==> src/rtl/core/sli_pkg.sv <==
// Package for the status light block: types, timing constants, register map.
// No dependencies; used by the controller, datapath and top level of the block.
package sli_pkg;

    localparam int TIME_W = 32;
    localparam int CNT_W  = $clog2(TIME_W);
    localparam int REM_W  = 13;
    localparam int FLT_W  = 16;
    localparam int ADDR_W = 4;
    localparam int DATA_W = 32;

    localparam logic [TIME_W-1:0] SWEEP_RED_END   = 32'd1000;
    localparam logic [TIME_W-1:0] SWEEP_GREEN_END = 32'd2000;
    localparam logic [TIME_W-1:0] SWEEP_END       = 32'd3000;
    localparam logic [TIME_W-1:0] BLIP_LEN        = 32'd300;

    localparam logic [REM_W-1:0] SLOW_PERIOD = 13'd800;
    localparam logic [REM_W-1:0] SLOW_ON     = 13'd400;
    localparam logic [REM_W-1:0] FAST_PERIOD = 13'd200;
    localparam logic [REM_W-1:0] FAST_ON     = 13'd100;
    localparam logic [REM_W-1:0] CODE_SLOT   = 13'd300;
    localparam logic [REM_W-1:0] CODE_ON     = 13'd150;
    localparam logic [REM_W-1:0] CODE_GAP    = 13'd900;

    localparam logic [2:0] ST_BOOT      = 3'd0;
    localparam logic [2:0] ST_STANDBY   = 3'd1;
    localparam logic [2:0] ST_PUMPING   = 3'd2;
    localparam logic [2:0] ST_READY     = 3'd3;
    localparam logic [2:0] ST_ARMED     = 3'd4;
    localparam logic [2:0] ST_ACTUATING = 3'd5;
    localparam logic [2:0] ST_FAILSAFE  = 3'd6;
    localparam logic [2:0] ST_FAULT     = 3'd7;

    localparam logic [1:0] GEST_DOUBLE = 2'd1;
    localparam logic [1:0] GEST_LONG   = 2'd2;

    localparam logic [FLT_W-1:0] LINK_FAULT_MASK = 16'h0201;

    localparam logic [1:0] REG_ACTIVE_LOW    = 2'd0;
    localparam logic [1:0] REG_ASSEMBLY_TEST = 2'd1;
    localparam logic [1:0] REG_BLIP_ENABLE   = 2'd2;
    localparam logic [1:0] REG_BENCH_CONTROL = 2'd3;

    typedef enum logic [1:0] {
        COL_OFF,
        COL_RED,
        COL_GREEN,
        COL_BLUE
    } color_t;

    typedef enum logic [1:0] {
        BLINK_STEADY,
        BLINK_SLOW,
        BLINK_QUICK
    } blink_t;

    typedef enum logic [2:0] {
        S_IDLE,
        S_PASS1,
        S_LOAD2,
        S_PASS2,
        S_FINISH
    } state_t;

    typedef struct packed {
        logic active_low;
        logic assembly_test;
        logic blip_enable;
        logic my_control;
    } cfg_t;

    typedef struct packed {
        logic capture;
        logic step;
        logic pass2;
        logic result;
    } dp_cmd_t;

    typedef struct packed {
        logic step_last;
    } dp_stat_t;

endpackage

==> src/rtl/core/sli_ctrl.sv <==
// Controller for the status light block: sequences capture, two remainder
// passes and the result load. Depends on sli_pkg.
module sli_ctrl
    import sli_pkg::*;
(
    input  logic     clk,
    input  logic     rst_n,
    input  logic     in_valid,
    output logic     in_stall,
    output logic     out_valid,
    input  logic     out_stall,
    input  dp_stat_t stat,
    output dp_cmd_t  cmd
);

    state_t state_reg;
    state_t state_next;
    logic   out_valid_reg;
    logic   out_valid_next;

    always_ff @(posedge clk or negedge rst_n)
    begin
        if (!rst_n)
        begin
            state_reg     <= S_IDLE;
            out_valid_reg <= 1'b0;
        end
        else
        begin
            state_reg     <= state_next;
            out_valid_reg <= out_valid_next;
        end
    end

    always_comb
    begin
        state_next  = state_reg;
        cmd         = '0;
        in_stall    = 1'b1;
        case (state_reg)
            S_IDLE:
            begin
                in_stall = 1'b0;
                if (in_valid)
                begin
                    cmd.capture = 1'b1;
                    state_next  = S_PASS1;
                end
            end
            S_PASS1:
            begin
                cmd.step = 1'b1;
                if (stat.step_last)
                    state_next = S_LOAD2;
            end
            S_LOAD2:
            begin
                cmd.pass2  = 1'b1;
                state_next = S_PASS2;
            end
            S_PASS2:
            begin
                cmd.step = 1'b1;
                if (stat.step_last)
                    state_next = S_FINISH;
            end
            S_FINISH:
            begin
                if (!out_valid_reg || !out_stall)
                begin
                    cmd.result = 1'b1;
                    state_next = S_IDLE;
                end
            end
            default:
            begin
                state_next = S_IDLE;
            end
        endcase
        out_valid_next = (out_valid_reg && out_stall) || cmd.result;
    end

    assign out_valid = out_valid_reg;

endmodule

==> src/rtl/core/sli_dp.sv <==
// Datapath for the status light block: priority decode, gesture blip state,
// bit-serial remainder unit and output levels. Depends on sli_pkg.
module sli_dp
    import sli_pkg::*;
(
    input  logic              clk,
    input  logic              rst_n,
    input  cfg_t              cfg,
    input  dp_cmd_t           cmd,
    output dp_stat_t          stat,
    input  logic [TIME_W-1:0] time_ms,
    input  logic [2:0]        system_state,
    input  logic [FLT_W-1:0]  fault_bits,
    input  logic              heartbeat_fresh,
    input  logic              host_seen,
    input  logic [1:0]        gesture_code,
    input  logic [7:0]        gesture_seq,
    output logic              red_level,
    output logic              green_level,
    output logic              blue_level
);

    // gesture blip state
    logic [7:0]        last_seq_reg;
    logic              seq_captured_reg;
    logic [1:0]        blip_gesture_reg;
    logic [TIME_W-1:0] blip_end_reg;

    // decoded item
    color_t            col_reg;
    color_t            col_next;
    blink_t            pat_reg;
    blink_t            pat_next;
    logic              code_reg;
    logic              code_next;
    logic [REM_W-1:0]  n300_reg;
    logic [REM_W-1:0]  div2_reg;

    // remainder unit
    logic [TIME_W-1:0] dvd_reg;
    logic [REM_W-1:0]  rem_reg;
    logic [REM_W-1:0]  rem1_reg;
    logic [REM_W-1:0]  divisor_reg;
    logic [CNT_W-1:0]  cnt_reg;

    logic              red_reg;
    logic              green_reg;
    logic              blue_reg;

    logic              sweep;
    logic              code_mode;
    logic              blip_on;
    logic              seen_eff;
    logic [3:0]        low_bit;
    logic [4:0]        n_val;
    logic [REM_W-1:0]  n300;
    logic [7:0]        last_eff;
    logic              new_seq;
    logic [TIME_W-1:0] end_eff;
    logic [1:0]        gest_eff;
    logic [TIME_W-1:0] diff;
    logic              pending;
    logic              blip_upd;

    logic [REM_W:0]    trial;
    logic [REM_W:0]    trial_sub;
    logic              trial_ge;
    logic [REM_W-1:0]  rem_step;

    logic              lit;
    logic              r_on;
    logic              g_on;
    logic              b_on;

    always_comb
    begin
        low_bit = 4'd15;
        for (int b = FLT_W - 1; b >= 0; b--)
        begin
            if (fault_bits[b])
                low_bit = 4'(b);
        end
        n_val = {1'b0, low_bit} + 5'd1;
        n300  = REM_W'(n_val * CODE_SLOT);
    end

    always_comb
    begin
        sweep     = cfg.assembly_test && (time_ms < SWEEP_END);
        code_mode = cfg.assembly_test && !sweep && (system_state == ST_FAULT) &&
                    (fault_bits != '0);
        seen_eff  = host_seen || cfg.assembly_test;
        blip_on   = cfg.blip_enable || cfg.my_control;
        last_eff  = seq_captured_reg ? last_seq_reg : gesture_seq;
        new_seq   = (gesture_seq != last_eff);
        end_eff   = new_seq ? (time_ms + BLIP_LEN) : blip_end_reg;
        gest_eff  = new_seq ? gesture_code : blip_gesture_reg;
        diff      = end_eff - time_ms;
        pending   = (diff != '0) && !diff[TIME_W-1];
        blip_upd  = cmd.capture && !sweep && !code_mode && blip_on;

        col_next  = COL_BLUE;
        pat_next  = BLINK_QUICK;
        code_next = 1'b0;
        if (sweep)
        begin
            pat_next = BLINK_STEADY;
            if (time_ms < SWEEP_RED_END)
                col_next = COL_RED;
            else if (time_ms < SWEEP_GREEN_END)
                col_next = COL_GREEN;
            else
                col_next = COL_BLUE;
        end
        else if (code_mode)
        begin
            code_next = 1'b1;
        end
        else if (blip_on && pending)
        begin
            if (gest_eff == GEST_LONG)
                col_next = COL_RED;
            else if (gest_eff == GEST_DOUBLE)
                col_next = COL_BLUE;
            else
                col_next = COL_GREEN;
        end
        else if (system_state == ST_FAULT)
        begin
            col_next = COL_RED;
        end
        else if (cfg.my_control && !seen_eff &&
                 (system_state == ST_BOOT || system_state == ST_STANDBY))
        begin
            col_next = COL_GREEN;
            pat_next = BLINK_SLOW;
        end
        else if (!seen_eff)
        begin
            pat_next = BLINK_STEADY;
        end
        else if (!heartbeat_fresh || ((fault_bits & LINK_FAULT_MASK) != '0))
        begin
            col_next = COL_BLUE;
        end
        else
        begin
            case (system_state)
                ST_ACTUATING:
                begin
                    col_next = COL_RED;
                    pat_next = BLINK_STEADY;
                end
                ST_FAILSAFE:
                begin
                    col_next = COL_RED;
                    pat_next = BLINK_SLOW;
                end
                ST_ARMED:
                begin
                    col_next = COL_GREEN;
                end
                ST_READY:
                begin
                    col_next = COL_GREEN;
                    pat_next = BLINK_SLOW;
                end
                ST_PUMPING:
                begin
                    pat_next = BLINK_SLOW;
                end
                ST_STANDBY:
                begin
                    col_next = COL_GREEN;
                    pat_next = BLINK_STEADY;
                end
                default:
                begin
                    col_next = COL_BLUE;
                end
            endcase
        end
    end

    always_ff @(posedge clk or negedge rst_n)
    begin
        if (!rst_n)
        begin
            last_seq_reg     <= '0;
            seq_captured_reg <= 1'b0;
            blip_gesture_reg <= '0;
            blip_end_reg     <= '0;
        end
        else if (blip_upd)
        begin
            last_seq_reg     <= gesture_seq;
            seq_captured_reg <= 1'b1;
            blip_gesture_reg <= gest_eff;
            blip_end_reg     <= end_eff;
        end
    end

    // one quotient bit per cycle, remainder only
    always_comb
    begin
        trial     = {rem_reg, dvd_reg[TIME_W-1]};
        trial_sub = trial - {1'b0, divisor_reg};
        trial_ge  = (trial >= {1'b0, divisor_reg});
        rem_step  = trial_ge ? trial_sub[REM_W-1:0] : trial[REM_W-1:0];
    end

    always_ff @(posedge clk)
    begin
        if (cmd.capture)
        begin
            col_reg     <= col_next;
            pat_reg     <= pat_next;
            code_reg    <= code_next;
            n300_reg    <= n300;
            dvd_reg     <= time_ms;
            rem_reg     <= '0;
            cnt_reg     <= '0;
            divisor_reg <= code_next ? (n300 + CODE_GAP) : SLOW_PERIOD;
            div2_reg    <= code_next ? CODE_SLOT : FAST_PERIOD;
        end
        else if (cmd.pass2)
        begin
            rem1_reg    <= rem_reg;
            dvd_reg     <= {{(TIME_W-REM_W){1'b0}}, rem_reg};
            rem_reg     <= '0;
            cnt_reg     <= '0;
            divisor_reg <= div2_reg;
        end
        else if (cmd.step)
        begin
            dvd_reg <= {dvd_reg[TIME_W-2:0], 1'b0};
            rem_reg <= rem_step;
            cnt_reg <= cnt_reg + 1'b1;
        end
    end

    assign stat.step_last = (cnt_reg == CNT_W'(TIME_W - 1));

    always_comb
    begin
        if (code_reg)
            lit = (rem1_reg < n300_reg) && (rem_reg < CODE_ON);
        else
        begin
            case (pat_reg)
                BLINK_SLOW:  lit = (rem1_reg < SLOW_ON);
                BLINK_QUICK: lit = (rem_reg < FAST_ON);
                default:     lit = 1'b1;
            endcase
        end
        r_on = lit && !code_reg && (col_reg == COL_RED);
        g_on = lit && !code_reg && (col_reg == COL_GREEN);
        b_on = lit && (code_reg || col_reg == COL_BLUE);
    end

    always_ff @(posedge clk)
    begin
        if (cmd.result)
        begin
            red_reg   <= r_on ^ cfg.active_low;
            green_reg <= g_on ^ cfg.active_low;
            blue_reg  <= b_on ^ cfg.active_low;
        end
    end

    assign red_level   = red_reg;
    assign green_level = green_reg;
    assign blue_level  = blue_reg;

endmodule

==> src/rtl/core/status_led_indicator.sv <==
// Status light driver: one update in, one set of pin levels out.
// An accepted update goes through two bit-serial remainder passes, a reload
// step and a result load, all on the shared remainder unit; a new update is
// taken only once the last result has been loaded (in_stall high until then).
// Reset (rst_n, async low) clears config registers, blip state and handshakes.
module status_led_indicator
    import sli_pkg::*;
(
    input  logic              clk,
    input  logic              rst_n,
    input  logic              psel,
    input  logic              penable,
    input  logic              pwrite,
    input  logic [ADDR_W-1:0] paddr,
    input  logic [DATA_W-1:0] pwdata,
    output logic [DATA_W-1:0] prdata,
    output logic              pready,
    input  logic              in_valid,
    output logic              in_stall,
    input  logic [TIME_W-1:0] time_ms,
    input  logic [2:0]        system_state,
    input  logic [FLT_W-1:0]  fault_bits,
    input  logic              heartbeat_fresh,
    input  logic              host_seen,
    input  logic [1:0]        gesture_code,
    input  logic [7:0]        gesture_seq,
    output logic              out_valid,
    input  logic              out_stall,
    output logic              red_level,
    output logic              green_level,
    output logic              blue_level
);

    cfg_t     cfg_reg;
    dp_cmd_t  cmd;
    dp_stat_t stat;
    logic     wr_en;
    logic [1:0] reg_idx;

    assign pready  = 1'b1;
    assign wr_en   = psel && penable && pwrite;
    assign reg_idx = paddr[3:2];

    always_ff @(posedge clk or negedge rst_n)
    begin
        if (!rst_n)
            cfg_reg <= '0;
        else if (wr_en)
        begin
            case (reg_idx)
                REG_ACTIVE_LOW:    cfg_reg.active_low    <= pwdata[0];
                REG_ASSEMBLY_TEST: cfg_reg.assembly_test <= pwdata[0];
                REG_BLIP_ENABLE:   cfg_reg.blip_enable   <= pwdata[0];
                REG_BENCH_CONTROL: cfg_reg.my_control <= pwdata[0];
                default:           cfg_reg <= cfg_reg;
            endcase
        end
    end

    always_comb
    begin
        prdata = '0;
        case (reg_idx)
            REG_ACTIVE_LOW:    prdata[0] = cfg_reg.active_low;
            REG_ASSEMBLY_TEST: prdata[0] = cfg_reg.assembly_test;
            REG_BLIP_ENABLE:   prdata[0] = cfg_reg.blip_enable;
            REG_BENCH_CONTROL: prdata[0] = cfg_reg.my_control;
            default:           prdata = '0;
        endcase
    end

    sli_ctrl u_ctrl (
        .clk       (clk),
        .rst_n     (rst_n),
        .in_valid  (in_valid),
        .in_stall  (in_stall),
        .out_valid (out_valid),
        .out_stall (out_stall),
        .stat      (stat),
        .cmd       (cmd)
    );

    sli_dp u_dp (
        .clk             (clk),
        .rst_n           (rst_n),
        .cfg             (cfg_reg),
        .cmd             (cmd),
        .stat            (stat),
        .time_ms         (time_ms),
        .system_state    (system_state),
        .fault_bits      (fault_bits),
        .heartbeat_fresh (heartbeat_fresh),
        .host_seen       (host_seen),
        .gesture_code    (gesture_code),
        .gesture_seq     (gesture_seq),
        .red_level       (red_level),
        .green_level     (green_level),
        .blue_level      (blue_level)
    );

endmodule

==> config.mk <==
export PLATFORM = sky130hd
export DESIGN_NAME = status_led_indicator
export DESIGN_NICKNAME = d
export VERILOG_FILES = /design/src/rtl/core/sli_pkg.sv /design/src/rtl/core/sli_ctrl.sv /design/src/rtl/core/sli_dp.sv /design/src/rtl/core/status_led_indicator.sv
export SDC_FILE = /design/constraint.sdc
export NUM_CORES = 1
export LEC_CHECK = 0
export ABC_AREA = 1
export BUFFER_PORTS_ARGS = -buffer_cell sky130_fd_sc_hd__buf_2
export CORE_MARGIN = 4
export CORE_UTILIZATION = 30
export DETAILED_ROUTE_END_ITERATION = 7
export PLACE_DENSITY = 0.51
export SYNTH_ARGS = -nofsm -noshare
export SYNTH_HDL_FRONTEND = slang
export SYNTH_SLANG_ARGS = --single-unit
==> constraint.sdc <==
create_clock -name clk -period 6.5 [get_ports clk]
set_clock_uncertainty 0.1 [all_clocks]
set_input_delay 0.65 -clock clk [delete_from_list [all_inputs] [get_ports clk]]
set_output_delay 0.65 -clock clk [all_outputs]
set_load 0.03 [all_outputs]
==> impl_metrics.tcl <==
set metrics [dict create \
    synth_common_cells "406 x nand2_1, 261 x inv_1, 123 x nor2_1" \
    drv_cap 0 \
    netlist_area_um2 11300 \
    finalWorstSetupSlack_ps 1530 \
    postSynthCellCount 1583 \
    grt.busiest_layer "met2" \
    p_leak_nw 6.34 \
    synth_top_area_cell "edfxtp_1" \
    wl_per_cell_um 14.2 \
    multi_input_area_um2 6160 \
    crit_buf_inv 9 \
    track_usage_pct 14.9 \
    area_growth_pct 12.5 \
    max_slew.worst_pin.slew_ps 843 \
    num-fill-cells 3973 \
    cts_sinks 143 \
    async_reset_ff_share_pct 35.7 \
    vias 10300 \
    clk_pin_slew_ps 60 \
    overflow 0 \
    fp-row-count 70 \
    clkLatencyLatePin_ps 430 \
    fin_crit_ps 4970 \
    dieWidth_um 202 \
    slew_violations 0 \
    gp_congestion 0.915 \
    ctsResizeCount 0 \
    initial_core_util_pct 30.6 \
    worstPathMaxFanout 10 \
    cts_setup_buffers 0 \
    cp_common_cell "nand2_1" \
    seqCellArea_um2 3860 \
    p_per_area_nw_per_um2 369 \
    viasPerCell 4.72 \
    slowest_stage "fa_1" \
    dieHeight_um 202 \
    dieArea_um2 40700 \
    grtUsageMet1_pct 19.8 \
    cts_root_buf "clkbuf_16" \
    antenna_found_initial 1 \
    clock_path_buffers 2 \
    h-tree-depth 4 \
    required_ps 6690 \
    hold_class "input port to async pin" \
    critPathCaptureType "register" \
    drive_above_1_share_pct 8.63 \
    dp_hpwl_um 24700 \
    yosys_warnings 0 \
    numCtsBuffers 17 \
    synthTopCellsByArea "edfxtp_1 20%, nand2_1 14%, dfrtp_1 11%" \
    rsz0062_at_grt "false" \
    fmax_mhz 201 \
    status "finished clean" \
    hold_viol 0 \
    cpPeakStageDelay_ps 520 \
    slew_headroom_pct 43.7 \
    start_kind "input port" \
    yosysMostFrequentCell "nand2_1" \
    synthFlopType "edfxtp_1" \
    ys_ff_latch 143 \
    crit_type "input port to register" \
    grt_pass1_vias 9701 \
    stdcell_area_um2 12700 \
    dr.pass1.iters 5 \
    drt_iter0_markers 731 \
    syn_avg_cell_area_um2 7.12 \
    finalCritPeriodShare_pct 76.4 \
    grt_max_degree 52 \
    synth-edff-count 74 \
    irDropWorstVdd_mv 0.231 \
    grt_pass1_wl_um 49700 \
    pre_cts_slack_ps 1070 \
    ys_seq_area_share_pct 34.2 \
    drc 0 \
    ys_types 53 \
    fin_nets 1844 \
    ios 144 \
    crit_family "simple AND/OR/NAND/NOR gates" \
    total_power_w 0.00468 \
    setup_violations 0 \
    netlist.area_leader.share_pct 19.7 \
    grt_util_met3_pct 1.76 \
    cts_hold_buf 0 \
    worstPathArrival_ps 5160 \
    port_buffers 78 \
    place_area_um2 12100 \
    ant_nets 0 \
    fin_setup_tns_ps 0 \
    wl_um 31000 \
    cts_tree "yes" \
    globalRouteMet2Util_pct 25.9 \
    core-area_um2 36900 \
]
-- metrics by stage --
stage | hold slack, ps | util [%] | instances
floorplan | 254 | - | 1613
global placement | 353 | 32.8 | 2140
detailed placement | 359 | 32.8 | 2140
CTS | 275 | 34.4 | 2172
global route | 316 | 34.4 | 2173
finish | 254 | 34.4 | 2173
-- cell type report --
| cell class | instances | share of cell area, % |
|---|---|---|
| Multi-Input combinational cell | 1143 | 48.6 |
| Antenna cell | 1 | 0.0197 |
| Sequential cell | 143 | 30.4 |
| Inverter | 265 | 7.84 |
| Tap cell | 504 | 4.97 |
| Timing Repair Buffer | 85 | 3.49 |
| Clock buffer | 17 | 3.35 |
| Clock inverter | 15 | 1.31 |
-- worst register-to-register path: stages, from the launching register on --
cell	delay (ps)
dfrtp_1	670
a21boi_0	160
o211ai_1	180
nor2_1	70
nand2_2	180
buf_4	440
o21ai_0	170
o21ai_0	140
inv_1	70
ha_1	420
nand2_1	140
nor2_1	150
inv_1	80
nor3_1	130
nand2_1	90
nand2_1	140
nand2_1	70
nand2_1	130
a21o_1	130
nand2_1	40
a21oi_1	170
nand3_1	310
nand3_1	160
nand2_1	60
nor2_1	100
nor2_1	50
-- layout by cell type (no fill, tap or decap), drive strengths merged, types with 2 or more instances in the layout --
master,n
a2111oi,2
a21boi,2
a21o,2
a21oi,78
a22oi,4
a31oi,3
buf,85
clkbuf,17
clkinv,5
conb,32
dfrtp,51
dfxtp,18
edfxtp,74
fa,5
ha,78
inv,273
nand2,409
nand3,100
nand3b,7
nand4,26
nor2,126
nor3,35
nor4,13
o211ai,4
o21ai,131
o21bai,6
o221ai,14
o22ai,3
o311ai,2
or2,7
xnor2,10
xor2,36
-- report_power, final --
| part | internal (W) | switching (W) | total [W] |
|---|---|---|---|
| sequential | 0.00146 | 0.000202 | 0.00166 |
| combinational | 0.000684 | 0.00136 | 0.00204 |
| clock | 0.000545 | 0.000440 | 0.000985 |
| total | 0.00269 | 0.00200 | 0.00468 |
-- cell families (layout without fill, tap and decap cells) --
kind of cell,after synthesis,count (layout),share of synthesized area [%]
AOI/OAI and AO/OA,256,256,12.6
muxes,1,1,0.0888
DFF,143,143,34.2
adders and majority gates,83,83,9.55
other,2,33,0.0666
buffers and inverters,327,382,12.2
xor gates and xnor gates,46,46,3.57
and+or+nand+nor,725,725,27.7
-- path summary, 6_finish.rpt --
kind / start / end / slack [ps] / cells past startpoint
min in group clk: gesture_seq[0] / u_dp.last_seq_reg[0]$_DFFE_PN0P_ / 350 / 3
hold reg to reg: u_dp.blip_end_reg[6]$_DFFE_PN0P_ / u_dp.blip_end_reg[6]$_DFFE_PN0P_ / 370 / 2
setup / recovery: fault_bits[13] / u_dp.divisor_reg[12]$_SDFFCE_PN0P_ / 1530 / 37
setup reg to reg: u_dp.seq_captured_reg$_DFFE_PN0P_ / u_dp.col_reg[1]$_DFFE_PP_ / 1700 / 25
max in group asynchronous: rst_n / cfg_reg[0]$_DFFE_PN0P_ / 5550 / 2
hold / removal: rst_n / u_ctrl.out_valid$_DFF_PN0_ / 250 / 2
-- per-layer routing --
metal  vias up  routed length, µm
met4         0                384
met3        25                793
li1       5287                  -
met1      4795              14700
met5         -                  0
met2       143              15100
(Power assumes the default switching activity.)
